--- config.mk ---
export PLATFORM = sky130hd
export DESIGN_NAME = nonzero_run_segmenter_top
export DESIGN_NICKNAME = d
export VERILOG_FILES = /design/src/hdl/nrs_pkg.sv /design/src/hdl/nonzero_run_segmenter_top.sv /design/src/hdl/nrs_front.sv /design/src/hdl/nrs_queue.sv /design/src/hdl/nrs_back.sv
export SDC_FILE = /design/constraint.sdc
export NUM_CORES = 1
export LEC_CHECK = 0
export BUFFER_PORTS_ARGS = -buffer_cell sky130_fd_sc_hd__buf_2
export CAP_MARGIN = 0
export CORE_MARGIN = 10
export CORE_UTILIZATION = 65
export CTS_CLUSTER_SIZE = 30
export DETAILED_ROUTE_END_ITERATION = 8
export PLACE_DENSITY = 0.83
export SLEW_MARGIN = 20
export SYNTH_ARGS = -nofsm -noshare
export SYNTH_HDL_FRONTEND = slang
export SYNTH_SLANG_ARGS = --single-unit
--- constraint.sdc ---
create_clock -name clk_i -period 24.8 [get_ports clk_i]
set_input_delay 3.72 -clock clk_i [delete_from_list [all_inputs] [get_ports clk_i]]
set_output_delay 3.72 -clock clk_i [all_outputs]
set_load 0.01 [all_outputs]
--- src/hdl/nrs_pkg.sv ---
`timescale 1ns / 1ps
// ----------------------------------------------------------------------------
// nrs_pkg
// Shared types and constants for the nonzero run segmenter.
// ----------------------------------------------------------------------------
package nrs_pkg;

  localparam int unsigned POS_BITS_DEFAULT = 32;
  localparam int unsigned QUEUE_DEPTH      = 4;
  localparam int unsigned FIELD_BITS       = 32;

  // Mask for bits 30..0: a sample is zero when these are clear (+0 and -0).
  localparam logic [31:0] MAG_MASK = 32'h7FFF_FFFF;

  typedef struct packed {
    logic [31:0] sample;
    logic        last;
  } seg_in_t;

  typedef struct packed {
    logic [31:0] seg_start;
    logic [31:0] seg_stop;
    logic        last_of_run;
  } seg_out_t;

  // One queue entry holds every result caused by one input transaction.
  typedef struct packed {
    logic     split_vld;
    seg_out_t split_res;
    logic     close_vld;
    seg_out_t close_res;
  } nrs_entry_t;

endpackage

--- src/hdl/nonzero_run_segmenter_top.sv ---
`timescale 1ns / 1ps
// ----------------------------------------------------------------------------
// nonzero_run_segmenter_top
// Cuts a contig's trace of float samples into segments at zero samples.
// ----------------------------------------------------------------------------
// The block takes one sample per cycle, in position order, and reports
// segments [seg_start, seg_stop) of one contig. A sample is zero when bits
// 30..0 of its single-precision pattern are clear. A zero sample at least
// min_segment_length positions past the open segment start closes that
// segment and opens a new one at its own position; the sample flagged last
// closes the contig with a segment ending at its position plus one, then
// the block starts over at position zero. One input transaction yields zero,
// one or two output transactions; on two, the second carries last_of_run.
// Input is taken every cycle as long as the four-entry result queue has
// room; the output side drains one result per cycle while out_stall_i is
// low, so an item with two results takes two output transactions and the
// queue absorbs such bursts. Positions saturate at 2^POS_BITS - 1 and
// are reported in 32 bits. Write min_segment_length (a value of zero
// acts as one) only while the block is idle.
// ----------------------------------------------------------------------------
module nonzero_run_segmenter_top
  import nrs_pkg::*;
#(
  parameter int unsigned POS_BITS    = POS_BITS_DEFAULT,
  parameter int unsigned QUEUE_DEPTH_P = QUEUE_DEPTH
) (
  input  logic        clk_i,
  input  logic        rst_ni,
  // configuration: min_segment_length
  input  logic        cfg_we_i,
  input  logic [31:0] cfg_wdata_i,
  // sample stream
  input  logic        in_valid_i,
  output logic        in_stall_o,
  input  seg_in_t     in_data_i,
  // segment stream
  output logic        out_valid_o,
  input  logic        out_stall_i,
  output seg_out_t    out_data_o
);

  logic       push;
  nrs_entry_t push_data;
  logic       q_full;
  logic       pop;
  logic       q_valid;
  nrs_entry_t q_data;

  // Classify each sample and advance position; build the result entry.
  nrs_front #(
    .POS_BITS (POS_BITS)
  ) u_front (
    .clk_i       (clk_i),
    .rst_ni      (rst_ni),
    .cfg_we_i    (cfg_we_i),
    .cfg_wdata_i (cfg_wdata_i),
    .in_valid_i  (in_valid_i),
    .in_stall_o  (in_stall_o),
    .in_data_i   (in_data_i),
    .q_full_i    (q_full),
    .push_o      (push),
    .push_data_o (push_data)
  );

  // Decouple sample intake from output backpressure.
  nrs_queue #(
    .DEPTH (QUEUE_DEPTH_P)
  ) u_queue (
    .clk_i       (clk_i),
    .rst_ni      (rst_ni),
    .push_i      (push),
    .push_data_i (push_data),
    .full_o      (q_full),
    .pop_i       (pop),
    .valid_o     (q_valid),
    .pop_data_o  (q_data)
  );

  // Unroll each entry into one or two output transactions.
  nrs_back u_back (
    .clk_i       (clk_i),
    .rst_ni      (rst_ni),
    .q_valid_i   (q_valid),
    .q_data_i    (q_data),
    .pop_o       (pop),
    .out_valid_o (out_valid_o),
    .out_stall_i (out_stall_i),
    .out_data_o  (out_data_o)
  );

endmodule

--- src/hdl/nrs_front.sv ---
`timescale 1ns / 1ps
// ----------------------------------------------------------------------------
// nrs_front
// Accepts samples, tracks position and open segment start, and forms the
// results of each transaction as one queue entry.
// ----------------------------------------------------------------------------
module nrs_front
  import nrs_pkg::*;
#(
  parameter int unsigned POS_BITS = POS_BITS_DEFAULT
) (
  input  logic       clk_i,
  input  logic       rst_ni,
  input  logic       cfg_we_i,
  input  logic [31:0] cfg_wdata_i,
  input  logic       in_valid_i,
  output logic       in_stall_o,
  input  seg_in_t    in_data_i,
  input  logic       q_full_i,
  output logic       push_o,
  output nrs_entry_t push_data_o
);

  localparam int unsigned CMP_BITS = (POS_BITS > FIELD_BITS) ? POS_BITS : FIELD_BITS;

  logic [31:0]         min_len_q;
  logic [POS_BITS-1:0] position_q, position_d;
  logic [POS_BITS-1:0] open_start_q, open_start_d;

  logic                accept;
  logic                is_zero;
  logic                split;
  logic [POS_BITS-1:0] diff;
  logic [POS_BITS-1:0] pos_inc;
  logic [CMP_BITS-1:0] diff_ext;
  logic [CMP_BITS-1:0] min_ext;
  logic [CMP_BITS-1:0] pos_ext;
  logic [CMP_BITS-1:0] inc_ext;
  logic [CMP_BITS-1:0] open_ext;
  logic [CMP_BITS-1:0] close_start_ext;

  assign in_stall_o = q_full_i;
  assign accept     = in_valid_i && !q_full_i;

  assign is_zero  = (in_data_i.sample & MAG_MASK) == '0;
  assign diff     = position_q - open_start_q;
  assign diff_ext = CMP_BITS'(diff);
  // Treat a minimum of zero as one.
  assign min_ext  = (min_len_q == '0) ? CMP_BITS'(1) : CMP_BITS'(min_len_q);
  assign split    = is_zero && (diff_ext >= min_ext);

  // Saturate at the top of the position range.
  assign pos_inc = (&position_q) ? position_q : position_q + POS_BITS'(1);

  assign pos_ext         = CMP_BITS'(position_q);
  assign inc_ext         = CMP_BITS'(pos_inc);
  assign open_ext        = CMP_BITS'(open_start_q);
  assign close_start_ext = split ? pos_ext : open_ext;

  always_comb begin
    push_data_o.split_vld             = split;
    push_data_o.split_res.seg_start   = open_ext[31:0];
    push_data_o.split_res.seg_stop    = pos_ext[31:0];
    push_data_o.split_res.last_of_run = !in_data_i.last;
    push_data_o.close_vld             = in_data_i.last;
    push_data_o.close_res.seg_start   = close_start_ext[31:0];
    push_data_o.close_res.seg_stop    = inc_ext[31:0];
    push_data_o.close_res.last_of_run = 1'b1;
  end

  // Push only transactions that produce at least one result.
  assign push_o = accept && (split || in_data_i.last);

  always_comb begin
    position_d   = position_q;
    open_start_d = open_start_q;
    if (accept) begin
      if (in_data_i.last) begin
        position_d   = '0;
        open_start_d = '0;
      end else begin
        position_d = pos_inc;
        if (split) begin
          open_start_d = position_q;
        end
      end
    end
  end

  always_ff @(posedge clk_i or negedge rst_ni) begin
    if (!rst_ni) begin
      min_len_q    <= 32'd1;
      position_q   <= '0;
      open_start_q <= '0;
    end else begin
      if (cfg_we_i) begin
        min_len_q <= cfg_wdata_i;
      end
      position_q   <= position_d;
      open_start_q <= open_start_d;
    end
  end

endmodule

--- src/hdl/nrs_queue.sv ---
`timescale 1ns / 1ps
// ----------------------------------------------------------------------------
// nrs_queue
// Short register FIFO between the front and the back.
// ----------------------------------------------------------------------------
module nrs_queue
  import nrs_pkg::*;
#(
  parameter int unsigned DEPTH = QUEUE_DEPTH
) (
  input  logic       clk_i,
  input  logic       rst_ni,
  input  logic       push_i,
  input  nrs_entry_t push_data_i,
  output logic       full_o,
  input  logic       pop_i,
  output logic       valid_o,
  output nrs_entry_t pop_data_o
);

  localparam int unsigned PTR_BITS = (DEPTH > 1) ? $clog2(DEPTH) : 1;
  localparam int unsigned CNT_BITS = $clog2(DEPTH + 1);

  nrs_entry_t          mem_q [DEPTH];
  logic [PTR_BITS-1:0] wr_ptr_q, wr_ptr_d;
  logic [PTR_BITS-1:0] rd_ptr_q, rd_ptr_d;
  logic [CNT_BITS-1:0] count_q, count_d;
  logic                do_push;
  logic                do_pop;

  assign full_o     = (count_q == CNT_BITS'(DEPTH));
  assign valid_o    = (count_q != '0);
  assign pop_data_o = mem_q[rd_ptr_q];
  assign do_push    = push_i && !full_o;
  assign do_pop     = pop_i && valid_o;

  always_comb begin
    wr_ptr_d = wr_ptr_q;
    rd_ptr_d = rd_ptr_q;
    count_d  = count_q;
    if (do_push) begin
      wr_ptr_d = (wr_ptr_q == PTR_BITS'(DEPTH - 1)) ? '0 : wr_ptr_q + PTR_BITS'(1);
    end
    if (do_pop) begin
      rd_ptr_d = (rd_ptr_q == PTR_BITS'(DEPTH - 1)) ? '0 : rd_ptr_q + PTR_BITS'(1);
    end
    if (do_push && !do_pop) begin
      count_d = count_q + CNT_BITS'(1);
    end else if (do_pop && !do_push) begin
      count_d = count_q - CNT_BITS'(1);
    end
  end

  always_ff @(posedge clk_i or negedge rst_ni) begin
    if (!rst_ni) begin
      wr_ptr_q <= '0;
      rd_ptr_q <= '0;
      count_q  <= '0;
    end else begin
      wr_ptr_q <= wr_ptr_d;
      rd_ptr_q <= rd_ptr_d;
      count_q  <= count_d;
    end
  end

  always_ff @(posedge clk_i) begin
    if (do_push) begin
      mem_q[wr_ptr_q] <= push_data_i;
    end
  end

endmodule

--- src/hdl/nrs_back.sv ---
`timescale 1ns / 1ps
// ----------------------------------------------------------------------------
// nrs_back
// Drains queue entries and presents their results one per output
// transaction from a registered output.
// ----------------------------------------------------------------------------
module nrs_back
  import nrs_pkg::*;
(
  input  logic       clk_i,
  input  logic       rst_ni,
  input  logic       q_valid_i,
  input  nrs_entry_t q_data_i,
  output logic       pop_o,
  output logic       out_valid_o,
  input  logic       out_stall_i,
  output seg_out_t   out_data_o
);

  logic     out_valid_q, out_valid_d;
  seg_out_t out_q, out_d;
  logic     second_vld_q, second_vld_d;
  seg_out_t second_q, second_d;
  logic     load_ok;

  assign load_ok = !out_valid_q || !out_stall_i;
  assign pop_o   = load_ok && !second_vld_q && q_valid_i;

  always_comb begin
    out_valid_d  = out_valid_q;
    out_d        = out_q;
    second_vld_d = second_vld_q;
    second_d     = second_q;
    if (load_ok) begin
      if (second_vld_q) begin
        // Emit the closing result held back behind a split.
        out_valid_d  = 1'b1;
        out_d        = second_q;
        second_vld_d = 1'b0;
      end else if (q_valid_i) begin
        out_valid_d  = 1'b1;
        out_d        = q_data_i.split_vld ? q_data_i.split_res : q_data_i.close_res;
        second_vld_d = q_data_i.split_vld && q_data_i.close_vld;
        second_d     = q_data_i.close_res;
      end else begin
        out_valid_d = 1'b0;
      end
    end
  end

  always_ff @(posedge clk_i or negedge rst_ni) begin
    if (!rst_ni) begin
      out_valid_q  <= 1'b0;
      second_vld_q <= 1'b0;
    end else begin
      out_valid_q  <= out_valid_d;
      second_vld_q <= second_vld_d;
    end
  end

  always_ff @(posedge clk_i) begin
    out_q    <= out_d;
    second_q <= second_d;
  end

  assign out_valid_o = out_valid_q;
  assign out_data_o  = out_q;

endmodule
==> flow_metrics.env, run 1 <==
export IMPL_cp_max_fo=70
export IMPL_fp_dieW_um=242
export IMPL_area_growth_pct=11.7
export IMPL_seq_power_share=0.436
export IMPL_period_minus_slack_ns=8.61
export IMPL_initialDrtViolationCount=2482
export IMPL_path_class="reg2reg"
export IMPL_synthArstFlopShare=0.139
export IMPL_p_leak_nw=13.1
export IMPL_dieHeight_um=242
export IMPL_wl_per_cell_um=26.1
export IMPL_ys_seq_area_frac=0.692
export IMPL_syn_area_um2=32100
export IMPL_synth_cell_types=76
export IMPL_viasPerCell=6.51
export IMPL_diodes=0
export IMPL_ir_worst_vdd_mv=0.103
export IMPL_via_count=18452
export IMPL_htreeDepth=3
export IMPL_crit_top_cell="buf_4"
export IMPL_cts_buffers=74
export IMPL_power_net_switching_w=0.00138
export IMPL_synthFlopType="edfxtp_1"
export IMPL_io_buffers=135
export IMPL_initial_core_util=0.656
export IMPL_clockRootBuffer="clkbuf_16"
export IMPL_post_cts_buffers=0
export IMPL_postRouteAntennaNets=0
export IMPL_drt_total_wl_mm=73.9
export IMPL_synth_edff_count=653
export IMPL_intPower_w=0.00292
export IMPL_cp_top_family="buffers and inverters"
export IMPL_clk_pin_slew_ns=0.06
export IMPL_final_common_cell="edfxtp_1"
export IMPL_ys_ff_latch=758
export IMPL_fmaxAchievable_ghz=0.116
export IMPL_cts_hold_buffers=0
export IMPL_final_cell_mix="edfxtp_1, nand2_1, o21ai_0"
export IMPL_grt_overflow_total=0
export IMPL_cts_tree="yes"
export IMPL_pwr_share_clk=0.269
export IMPL_startpoint_type="register"
export IMPL_drt_first_pass_iters=7
export IMPL_status="completed"
export IMPL_power_frac_comb=0.295
export IMPL_syn_avg_cell_area_um2=16.1
export IMPL_fin_nets=2252
export IMPL_skew_ns=0.0320
export IMPL_cts_resized=0
export IMPL_setup_viol=0
export IMPL_die_area_um2=58700
export IMPL_maxCapViolations=0
export IMPL_fillers=2721
export IMPL_ios=137
export IMPL_max_slew_margin=0.236
export IMPL_drc_errors=0
export IMPL_place_gp_congestion=0.919
export IMPL_placeableCoreArea_um2=49000
export IMPL_worstMarginPinSlew_ns=1.15
export IMPL_critPathBufInv=5
export IMPL_cp_slowest_cell="buf_4"
export IMPL_syn_instance_count=1997
export IMPL_rsz0062_at_grt="no"
export IMPL_max_stage_delay_ns=0.87
export IMPL_cts_buffer_depth=3
export IMPL_p_per_area_nw_per_um2=120
export IMPL_worstPathArrival_ns=8.83
export IMPL_grt_pass1_vias=19120
export IMPL_synth_fp_nets=2139
export IMPL_setup_tns_ns=0
export IMPL_hp_class="reg2reg"
export IMPL_fin_crit_sh=0.347
export IMPL_clk_latency_ns=0.62
export IMPL_worstSetupEndpointType="register"
export IMPL_yosys_warnings=0
export IMPL_hold_violations=0
export IMPL_crit_required_ns=25.02
export IMPL_grt_first_pass_wirelength_mm=114
export IMPL_grt_util_all_layers=0.251
export IMPL_switching_share=0.320
export IMPL_grt_max_degree=105
export IMPL_std_cell_rows=81
export IMPL_antenna_found_initial=2
export IMPL_drv_slew=0
export IMPL_fin_util=0.733
export IMPL_drive_gt1_frac=0.204
export IMPL_cts_sinks=758
export IMPL_dp_hpwl_mm=41.5
export IMPL_path_cells="inv_1, ha_1, inv_1, fa_1, a211oi_1, o21ai_0, nand4_1, nand2_1, o41ai_4, o2111ai_1, o31ai_2, xnor2_1, ha_1, nand4_1, or2_1, nor4_1, o21ai_0, a31oi_4, buf_4, o21bai_4, nor2_4, buf_4, buf_4"
-- layer usage --
metal	global-route usage	vias up	wire [µm]
met5	0	-	26
met4	0.0986	4	2290
met3	0.0502	171	7530
met2	0.402	1124	36000
met1	0.337	9244	28100
li1	-	7909	-
-- final cells by class --
| class | instances | area [µm²] | area share |
|---|---|---|---|
| Sequential cell | 758 | 22200 | 0.620 |
| Multi-Input combinational cell | 1039 | 9130 | 0.255 |
| Clock buffer | 100 | 2040 | 0.0569 |
| Timing Repair Buffer | 156 | 848 | 0.0237 |
| Tap cell | 664 | 831 | 0.0232 |
| Clock inverter | 38 | 462 | 0.0129 |
| Inverter | 81 | 304 | 0.00848 |
-- per-stage QoR --
step	instance area (µm²)	setup slack, ns	std cells	hold WS [ns]	power (W)
2_1_floorplan	32100	13.56	1997	0.474	0.00275
3_3_place_gp	33400	16.12	2698	0.504	0.00307
3_5_place_dp	33400	16.04	2698	0.510	0.00313
4_1_cts	35900	16.25	2836	0.527	0.00430
5_1_grt	35900	15.88	2836	0.562	0.00448
6_report	35900	16.19	2836	0.529	0.00430
-- power by group through the flow --
stage | sequential (W) | combinational (W) | clock (W)
CTS | 0.00187 | 0.00127 | 0.00116
detailed placement | 0.00188 | 0.00125 | 0
global route | 0.00189 | 0.00137 | 0.00121
global placement | 0.00186 | 0.00120 | 0
finish | 0.00187 | 0.00127 | 0.00116
floorplan | 0.00184 | 0.000907 | 0
-- cell families after synthesis --
logic type               Yosys count  share of synthesized area
flip-flops                       758                      0.692
AND/OR/NAND/NOR                  373                     0.0565
XOR/XNOR                          59                     0.0161
adder cells (fa/ha/maj)           72                     0.0285
AO/OA/AOI/OAI                    316                     0.0613
buffers and inverters            200                     0.0258
multiplexers                     219                      0.120
-- synthesized netlist by cell type, types with 7 or more instances --
| library cell | n | area share |
|---|---|---|
| a211oi_1 | 7 | 0.0016 |
| mux4_2 | 131 | 0.092 |
| xnor2_1 | 36 | 0.0098 |
| buf_2 | 43 | 0.0067 |
| xor2_1 | 23 | 0.0063 |
| a21oi_1 | 35 | 0.0055 |
| nor3_1 | 22 | 0.0034 |
| nand3_1 | 18 | 0.0028 |
| mux2_2 | 9 | 0.0032 |
| and3_1 | 7 | 0.0014 |
| dfrtp_1 | 104 | 0.081 |
| inv_1 | 81 | 0.0095 |
| edfxtp_1 | 653 | 0.61 |
| a22o_1 | 34 | 0.0093 |
| a21o_1 | 16 | 0.0037 |
| ha_1 | 70 | 0.027 |
| buf_1 | 10 | 0.0012 |
| nand4_1 | 17 | 0.0033 |
| nand2_1 | 181 | 0.021 |
| a31oi_1 | 8 | 0.0016 |
| clkbuf_1 | 60 | 0.0070 |
| mux2i_1 | 79 | 0.025 |
| nand2b_1 | 9 | 0.0018 |
| nor4_1 | 19 | 0.0037 |
| o21ai_0 | 169 | 0.026 |
| nor2_1 | 61 | 0.0071 |
-- worst reg2reg max path: cells and delay by family (launching register included) --
family,cells,cell delay (ns)
buffers and inverters,5,2.57
AO/OA/AOI/OAI,8,2.16
AND/OR/NAND/NOR,6,1.75
adder cells (fa/ha/maj),3,0.93
flip-flops,1,0.61
XOR/XNOR,1,0.17
-- path summary, 6_finish.rpt --
| check | start | end | slack, ns | cells after the start |
|---|---|---|---|---|
| min in group asynchronous | rst_ni | u_front.min_len_q[26]$_DFFE_PN0P_ | 3.15 | 1 |
| max | u_front.pos_ext[0]$_DFFE_PN0P_ | u_queue.mem_q[0][25]$_DFFE_PP_ | 16.19 | 23 |
| max reg2reg | u_front.pos_ext[0]$_DFFE_PN0P_ | u_queue.mem_q[0][25]$_DFFE_PP_ | 16.19 | 23 |
| min | u_back.second_q[8]$_DFFE_PP_ | u_back.out_data_o[8]$_DFFE_PP_ | 0.53 | 2 |
| min reg2reg | u_back.second_q[8]$_DFFE_PP_ | u_back.out_data_o[8]$_DFFE_PP_ | 0.53 | 2 |
| max in group asynchronous | rst_ni | u_queue.rd_ptr_q[0]$_DFFE_PN0P_ | 20.21 | 2 |
-- state kept, by name (all words and copies together) (netlist names) --
| name | flops |
|---|---|
| u_back.out_data_o | 65 |
| u_back.out_valid_o | 1 |
| u_queue.rd_ptr_q | 2 |
| u_queue.count_q | 3 |
| u_front.open_ext | 32 |
| u_queue.wr_ptr_q | 2 |
| u_queue.mem_q | 524 |
| u_back.second_vld_q | 1 |
| u_back.second_q | 64 |
| u_front.min_len_q | 32 |
| u_front.pos_ext | 32 |
Power figures use the tool's default switching activity.
==> inputs of run 2 (changes only) <==
--- a/config.mk
+++ b/config.mk
@@ -8,10 +8,10 @@
 export BUFFER_PORTS_ARGS = -buffer_cell sky130_fd_sc_hd__buf_2
 export CAP_MARGIN = 0
 export CORE_MARGIN = 10
-export CORE_UTILIZATION = 65
+export CORE_UTILIZATION = 62
 export CTS_CLUSTER_SIZE = 30
 export DETAILED_ROUTE_END_ITERATION = 8
-export PLACE_DENSITY = 0.83
+export PLACE_DENSITY = 0.8
 export SLEW_MARGIN = 20
 export SYNTH_ARGS = -nofsm -noshare
 export SYNTH_HDL_FRONTEND = slang
==> constraint.sdc (replaced) <==
create_clock -name clk_i -period 9 [get_ports clk_i]
set_input_delay 1.35 -clock clk_i [delete_from_list [all_inputs] [get_ports clk_i]]
set_output_delay 1.35 -clock clk_i [all_outputs]
set_load 0.01 [all_outputs]
==> run 2 against run 1 <==
  * Global-route usage down 2.1 points
  * Combinational power rose to 2.8 times the previous value
  * Critical path depth up 2
  * Clock skew down 0.0019 ns
  * Critical path type unchanged
  * Largest cell class unchanged
  * Highest routed layer unchanged
  * Clock power rose to 2.6 times the previous value
  * Sequential cell count unchanged
  * Largest power group unchanged
==> flow_metrics.env, run 2 (synthesized netlist as in run 1, its figures left out) <==
export IMPL_wl_per_cell_um=24.5
export IMPL_crit_required_ns=9.49
export IMPL_status="completed"
export IMPL_grt_pass1_vias=18467
export IMPL_path_class="reg2reg"
export IMPL_postRouteAntennaNets=0
export IMPL_stdcell_count=2856
export IMPL_p_leak_nw=13.1
export IMPL_fin_nets=2257
export IMPL_final_common_cell="edfxtp_1"
export IMPL_placeableCoreArea_um2=51300
export IMPL_setup_slack_ns=2.24
export IMPL_drt_total_wl_mm=69.9
export IMPL_maxCapViolations=0
export IMPL_drc_errors=0
export IMPL_cp_slowest_cell="o21bai_4"
export IMPL_cts_tree="yes"
export IMPL_dpl_cell_count=2718
export IMPL_worstMarginPinSlew_ns=1.02
export IMPL_io_buffers=135
export IMPL_worstPathArrival_ns=7.25
export IMPL_std_cell_rows=83
export IMPL_die_area_um2=61300
export IMPL_setup_viol=0
export IMPL_fin_util=0.699
export IMPL_dp_hpwl_mm=41.6
export IMPL_clk_pin_slew_ns=0.06
export IMPL_area_growth_pct=11.6
export IMPL_hold_violations=0
export IMPL_grt_util_all_layers=0.230
export IMPL_htreeDepth=3
export IMPL_initial_core_util=0.626
export IMPL_fin_area_um2=35900
export IMPL_grt_overflow_total=0
export IMPL_fmaxAchievable_ghz=0.148
export IMPL_max_slew_margin=0.316
export IMPL_fp_dieW_um=248
export IMPL_cts_hold_buffers=0
export IMPL_skew_ns=0.0301
export IMPL_place_area_um2=33500
export IMPL_via_count=18050
export IMPL_pre_cts_ws_ns=2.42
export IMPL_antenna_found_initial=1
export IMPL_cts_resized=0
export IMPL_clockRootBuffer="clkbuf_16"
export IMPL_top_register="u_queue.mem_q"
export IMPL_period_minus_slack_ns=6.76
export IMPL_cp_max_fo=20
export IMPL_drive_gt1_frac=0.204
export IMPL_final_cell_mix="edfxtp_1, nand2_1, o21ai_0"
export IMPL_path_depth=25
export IMPL_use_met2=0.363
export IMPL_crit_top_cell="inv_1"
export IMPL_rsz0062_at_grt="no"
export IMPL_rr_worst_depth=25
export IMPL_critPathBufInv=5
export IMPL_cts_sinks=758
export IMPL_viasPerCell=6.32
export IMPL_hp_class="reg2reg"
export IMPL_largest_reg_flops=524
export IMPL_grt_first_pass_wirelength_mm=107
export IMPL_drv_slew=0
export IMPL_fin_crit_sh=0.751
export IMPL_grtUsageMet3=0.0541
export IMPL_rrSetupSlack_ns=2.24
export IMPL_cp_top_family="compound AO/OA/AOI/OAI gates"
export IMPL_dieHeight_um=248
export IMPL_drt_first_pass_iters=5
export IMPL_p_per_area_nw_per_um2=323
export IMPL_cts_buffer_depth=3
export IMPL_ir_worst_vdd_mv=0.184
export IMPL_cts_buffers=75
export IMPL_grt_met1_usage=0.315
export IMPL_clk_latency_ns=0.62
export IMPL_startpoint_type="register"
export IMPL_diodes=0
export IMPL_busiest_layer="met2"
export IMPL_worstSetupEndpointType="register"
export IMPL_place_gp_congestion=0.863
export IMPL_initialDrtViolationCount=1845
export IMPL_ios=137
export IMPL_max_stage_delay_ns=0.59
export IMPL_post_cts_buffers=0
export IMPL_grt_max_degree=94
export IMPL_hold_path_depth=1
-- run 2: cell count changes in the layout (fill, tap and decap cells not counted), moves of 3 or more --
cell,change
buf_12,+5
buf_4,-4
buf_6,+3
bufinv_16,-6
clkinv_1,+3
-- run 2: worst paths after layout --
check / from / to
setup reg to reg: u_front.pos_ext[0]$_DFFE_PN0P_ / u_queue.count_q[1]$_DFFE_PN0P_
hold reg to reg: u_queue.count_q[2]$_DFFE_PN0P_ / u_queue.count_q[2]$_DFFE_PN0P_
max in group asynchronous: rst_ni / u_back.second_vld_q$_DFFE_PN0N_
setup / recovery: u_front.pos_ext[0]$_DFFE_PN0P_ / u_queue.count_q[1]$_DFFE_PN0P_
hold / removal: u_queue.count_q[2]$_DFFE_PN0P_ / u_queue.count_q[2]$_DFFE_PN0P_
min in group asynchronous: rst_ni / u_front.min_len_q[29]$_DFFE_PN0P_
-- run 2: layout make-up --
type,count,area [µm²]
Multi-Input combinational cell,1039,9130
Clock buffer,104,2080
Inverter,81,304
Tap cell,680,851
Fill cell,3175,15400
Timing Repair Buffer,160,952
Clock inverter,34,287
Sequential cell,758,22200
-- run 2: power by group --
group,total [W],internal [W],switching [W]
Clock,0.00299,0.00171,0.00128
Combinational,0.00354,0.00149,0.00205
Sequential,0.00504,0.00470,0.000339
Total,0.0116,0.00790,0.00367
-- run 2: stage by stage --
step / setup TNS (ns) / hold WS [ns] / power (W)
floorplan: -745.20 / 0.474 / 0.00758
global placement: 0 / 0.497 / 0.00848
detailed placement: 0 / 0.498 / 0.00863
CTS: 0 / 0.508 / 0.0116
global route: 0 / 0.550 / 0.0121
finish: 0 / 0.508 / 0.0116
-- run 2: per-layer routing --
metal	vias to the layer above	wire [µm]	share of wire
li1	7935	-	-
met1	9102	28000	0.40
met2	867	33400	0.48
met3	144	6750	0.097
met4	2	1700	0.024
met5	-	13	0.00019
